### config.mk
export PLATFORM = sky130hd
export DESIGN_NAME = art_cell
export DESIGN_NICKNAME = d
export VERILOG_FILES = /design/src/hdl/art_pkg.sv /design/src/hdl/art_cell.sv
export SDC_FILE = /design/constraint.sdc
export NUM_CORES = 1
export LEC_CHECK = 0
export ABC_AREA = 1
export BUFFER_PORTS_ARGS = -buffer_cell sky130_fd_sc_hd__buf_4
export CAP_MARGIN = 20
export CORE_AREA = 2 2 206 208
export DETAILED_ROUTE_END_ITERATION = 10
export DIE_AREA = 0 0 208 210
export PLACE_DENSITY = 0.53
export SETUP_SLACK_MARGIN = 0.3
export SLEW_MARGIN = 0
export SYNTH_ARGS = -nofsm -noshare
export SYNTH_HDL_FRONTEND = slang
export SYNTH_SLANG_ARGS = --single-unit
### constraint.sdc
create_clock -name aclk -period 18.85 [get_ports aclk]
set_input_delay 0.9425 -clock aclk [delete_from_list [all_inputs] [get_ports aclk]]
set_output_delay 0.9425 -clock aclk [all_outputs]
set_load 0.02 [all_outputs]
### src/hdl/art_pkg.sv
`default_nettype none

package art_pkg;

    localparam int ADDR_W      = 64;
    localparam int COUNT_OUT_W = 5;
    localparam int OUT_PAD_W   = 7;

    typedef enum logic [1:0] {
        OP_INSERT = 2'd0,
        OP_REMOVE = 2'd1,
        OP_CLEAR  = 2'd2,
        OP_LOOKUP = 2'd3
    } art_op_t;

    typedef enum logic [2:0] {
        STAT_OK        = 3'd0,
        STAT_OVERLAP   = 3'd1,
        STAT_DUPLICATE = 3'd2,
        STAT_FULL      = 3'd3,
        STAT_NOT_FOUND = 3'd4
    } art_status_t;

    // Key broadcast to every cell of the chain.
    typedef struct packed {
        logic [ADDR_W-1:0] key;
        logic [ADDR_W-1:0] key_end;
    } art_cmd_t;

    // Contents of one cell.
    typedef struct packed {
        logic              valid;
        logic [ADDR_W-1:0] start_addr;
        logic [ADDR_W-1:0] end_addr;
    } art_entry_t;

    // Registered compare results of one cell.
    typedef struct packed {
        logic valid;
        logic below;          // valid and start below key
        logic le;             // valid and start at or below key
        logic key_lt_end;     // key below the stored end
        logic key_le_end;     // key at or below the stored end
        logic start_lt_kend;  // stored start below the new end
    } art_flag_t;

    // Update command from the sequencer to all cells.
    typedef struct packed {
        logic ins;
        logic rem;
        logic clr;
    } art_ctl_t;

endpackage

`default_nettype wire

### src/hdl/art_cell.sv
`default_nettype none

module art_cell (
    input  wire logic                 aclk,
    input  wire logic                 aresetn,
    input  wire art_pkg::art_cmd_t    cmd,
    input  wire art_pkg::art_ctl_t    ctl,
    input  wire logic                 left_below,
    input  wire art_pkg::art_entry_t  left_entry,
    input  wire art_pkg::art_entry_t  right_entry,
    output art_pkg::art_entry_t       entry,
    output art_pkg::art_flag_t        flag
);
    import art_pkg::*;

    logic                 valid_reg;
    logic                 valid_next;
    logic [ADDR_W-1:0]    start_reg;
    logic [ADDR_W-1:0]    start_next;
    logic [ADDR_W-1:0]    end_reg;
    logic [ADDR_W-1:0]    end_next;
    art_flag_t            flag_reg;
    art_flag_t            flag_next;

    // Compare stage: the stored region against the broadcast key.
    always_comb begin
        flag_next.valid         = valid_reg;
        flag_next.below         = valid_reg && (start_reg < cmd.key);
        flag_next.le            = valid_reg && (start_reg <= cmd.key);
        flag_next.key_lt_end    = cmd.key < end_reg;
        flag_next.key_le_end    = cmd.key <= end_reg;
        flag_next.start_lt_kend = start_reg < cmd.key_end;
    end

    // Update stage: an insert opens a gap at the first cell not below the key,
    // a remove closes the gap from the matching cell upwards.
    always_comb begin
        valid_next = valid_reg;
        start_next = start_reg;
        end_next   = end_reg;
        if (ctl.clr) begin
            valid_next = 1'b0;
        end else if (ctl.ins && !flag_reg.below) begin
            if (left_below) begin
                valid_next = 1'b1;
                start_next = cmd.key;
                end_next   = cmd.key_end;
            end else begin
                valid_next = left_entry.valid;
                start_next = left_entry.start_addr;
                end_next   = left_entry.end_addr;
            end
        end else if (ctl.rem && !flag_reg.below) begin
            valid_next = right_entry.valid;
            start_next = right_entry.start_addr;
            end_next   = right_entry.end_addr;
        end
    end

    always_ff @(posedge aclk) begin
        if (!aresetn) begin
            valid_reg <= 1'b0;
        end else begin
            valid_reg <= valid_next;
        end
    end

    always_ff @(posedge aclk) begin
        start_reg <= start_next;
        end_reg   <= end_next;
        flag_reg  <= flag_next;
    end

    assign entry.valid      = valid_reg;
    assign entry.start_addr = start_reg;
    assign entry.end_addr   = end_reg;
    assign flag             = flag_reg;

endmodule

`default_nettype wire

==> run_results.csv <==
group,metric,value,unit
run_status,status,"completed",
route,drt_first_pass_iters,5,
clock_tree,cts.path.max_buffers,2,
route,drc,0,
synth,ys_warn_count,0,
worst_setup_path,r2r_setup_slack,15.85,ns
synth,synth_nets,2104,
sta,fin_worst_skew,0.0115,ns
synth,ys_async_sr_fraction,0,%
sta,hold_viol,0,
sta,finalMaxSlewViolations,0,
synth,synthDistinctLibCells,32,
worst_setup_path,crit_arrival,3.30,ns
placement,pre_cts_slack,15.08,ns
worst_setup_path,required,18.91,ns
finish,nNetsFinal,2599,
clock_tree,cts_tree,"yes",
clock_tree,cts_setup_buffers,0,
worst_setup_path,start_kind,"input pin",
route,drt-initial-drc-count,593,
worst_hold_path,holdCritStartpoint,"valid_reg",
synth,synth-edff-count,128,
power,power_density,64.4,nW/um^2
synth,ys_seq_elements,135,
route,post_drt_wl_per_cell,18.2,um
floorplan,die_h,210,um
sta,max_freq,308,MHz
worst_setup_path,r2r_start,"flag[4]",
clock_tree,cts_buffers,17,
worst_hold_path,hp-class,"reg -> reg",
clock_tree,clock_latency,0.44,ns
global_route,antenna_found_initial,0,
clock_tree,clk_pin_slew,0.07,ns
finish,final_util,40.0,%
route,dr_total_vias,12100,
floorplan,die_w,208,um
clock_tree,hold_buffers,0,
floorplan,start_util,28.1,%
floorplan,io_pins,527,
synth,ys.flop_type,"edfxtp_1",
sta,fin_crit_sh,17.2,%
sta,rsz0062_at_grt,"no",
power,ir_drop,0.0432,mV
global_route,grt_max_degree,89,
worst_setup_path,worstPathMaxFanout,71,
route,drt_wl_total,46700,um
worst_setup_path,worst-setup-path-type,"in -> reg",
sta,setup_viol,0,
worst_setup_path,critPathCaptureType,"flip-flop",
sta,min_period,3.24,ns
placement,place_area,16000,um^2
sta,maxSlewHeadroom,29.4,%
worst_hold_path,worst_hold_path.endpoint,"flag[5]",
worst_setup_path,worstReg2RegEnd,"start_reg[36]",
clock_tree,clock-sinks,135,
worst_setup_path,r2r_cells,5,
sta,whs,0.418,ns
placement,gp_congestion,0.854,
finish,fin_area,16600,um^2
flow_run,drv_cap,0,
synth,synth_area_per_cell,7.65,um^2
synth,seq_area_frac_synth,34.2,%
sta,final.setup.tns,0,ns
global_route,grt_pass1_wl,69600,um
power,cellLeakagePower,8.45,nW
route,ant_nets,0,
synth,netlist_instances,1521,
finish,area_growth,42.7,%
floorplan,die_area,43700,um^2
sta,worst_slew_pin_slew,1.06,ns
placement,place_hpwl,37200,um
route,via_per_inst,4.70,
floorplan,rows,75,
global_route,track_usage,20.7,%
clock_tree,cts.htree.levels,4,
worst_hold_path,whs_path_depth,0,
finish,post_route_cells_drive_above_1_share,28.6,%
floorplan,core-area,41500,um^2
sta,setup_ws,15.61,ns
clock_tree,ctsResizeCount,0,
clock_tree,cts_root_buffer,"clkbuf_16",
placement,io_buffers,526,
global_route,grt_pass1_vias,12000,
global_route,gr-total-overflow,0,
synth,syn_area,11600,um^2
cells in the final DEF, fill, tap and decap left out, types with 3 or more instances in the layout:
master,instances
a21oi_1,87
buf_4,533
bufinv_16,3
clkbuf_16,17
clkinv_1,3
clkinvlp_4,4
dfxtp_1,7
edfxtp_1,128
ha_1,191
inv_1,233
inv_2,3
nand2_1,278
nand2_2,3
nand3_1,19
nand4_1,21
nor2_1,173
nor2_2,3
nor2_4,4
nor3_1,9
o21a_1,6
o21ai_0,162
o21ai_1,120
cell families (layout without fill, tap and decap cells):
kind of cell,after synthesis,count (layout),share of synthesized area [%]
flops,135,135,34.2
simple gates,516,516,18.1
compound gates,384,384,16.8
fa+ha+maj,191,191,20.5
buf+inv,295,803,10.3
other cells,0,1,0
synth_stat cells, drive strengths merged, types with 2 or more instances:
| library cell | n | area [um^2] |
|---|---|---|
| a31oi | 2 | 12.5 |
| a21oi | 87 | 435 |
| o21a | 6 | 45.0 |
| nand2 | 281 | 1060 |
| nor2 | 180 | 706 |
| nor4 | 3 | 40.0 |
| clkbuf | 14 | 55.1 |
| nor3 | 9 | 45.0 |
| o211ai | 2 | 15.0 |
| edfxtp | 128 | 3840 |
| ha | 191 | 2390 |
| nand4 | 21 | 131 |
| o21ai | 282 | 1410 |
| dfxtp | 7 | 140 |
| o21bai | 2 | 15.0 |
| nand3 | 21 | 115 |
| inv | 238 | 893 |
| buf | 43 | 255 |
critical path, stage by stage:
cell and delay [ns]:
buf_4 0.09, inv_2 0.04, a21oi_1 0.33, inv_1 0.14, nor2_4 0.09, buf_4 0.72, buf_4 0.77
how the worst max path moves through the flow:
stage,start,endpoint,depth (start not counted)
global placement,ctl[2],end_reg[36],7
detailed placement,ctl[2],end_reg[36],7
global route,ctl[2],end_reg[37],7
floorplan,ctl[2],end_reg[0],4
finish,ctl[2],start_reg[36],7
CTS,ctl[2],start_reg[36],7
layer usage:
metal	wire, um	up-vias	track usage (%)
met2	23300	430	36.8
li1	-	6080	-
met3	3030	43	4.60
met5	0	-	0
met1	19500	5525	25.2
met4	903	0	5.87
where the power goes:
part | leakage, nW | internal (W) | switching [W]
Clock | 0.274 | 0.000206 | 0.000143
Combinational | 6.89 | 0.000149 | 0.000187
Sequential | 1.29 | 0.000363 | 0.0000212
metrics by stage:
step           total power (W)  std cells
2_1_floorplan         0.000565       1521
3_3_place_gp          0.000723       2536
3_5_place_dp          0.000729       2536
4_1_cts                0.00108       2568
5_1_grt                0.00113       2568
6_report               0.00107       2569
final cells by class:
type | instances | area, um^2
fillers | 4330 | 24900
multi-input cells | 1091 | 6460
repair buffers | 533 | 4000
flip-flops and latches | 135 | 3980
inverters | 238 | 898
well taps | 539 | 674
clock buffers | 18 | 429
clock inverters | 14 | 159
diodes | 1 | 2.50
No activity file was read; power rests on OpenSTA's default activity.
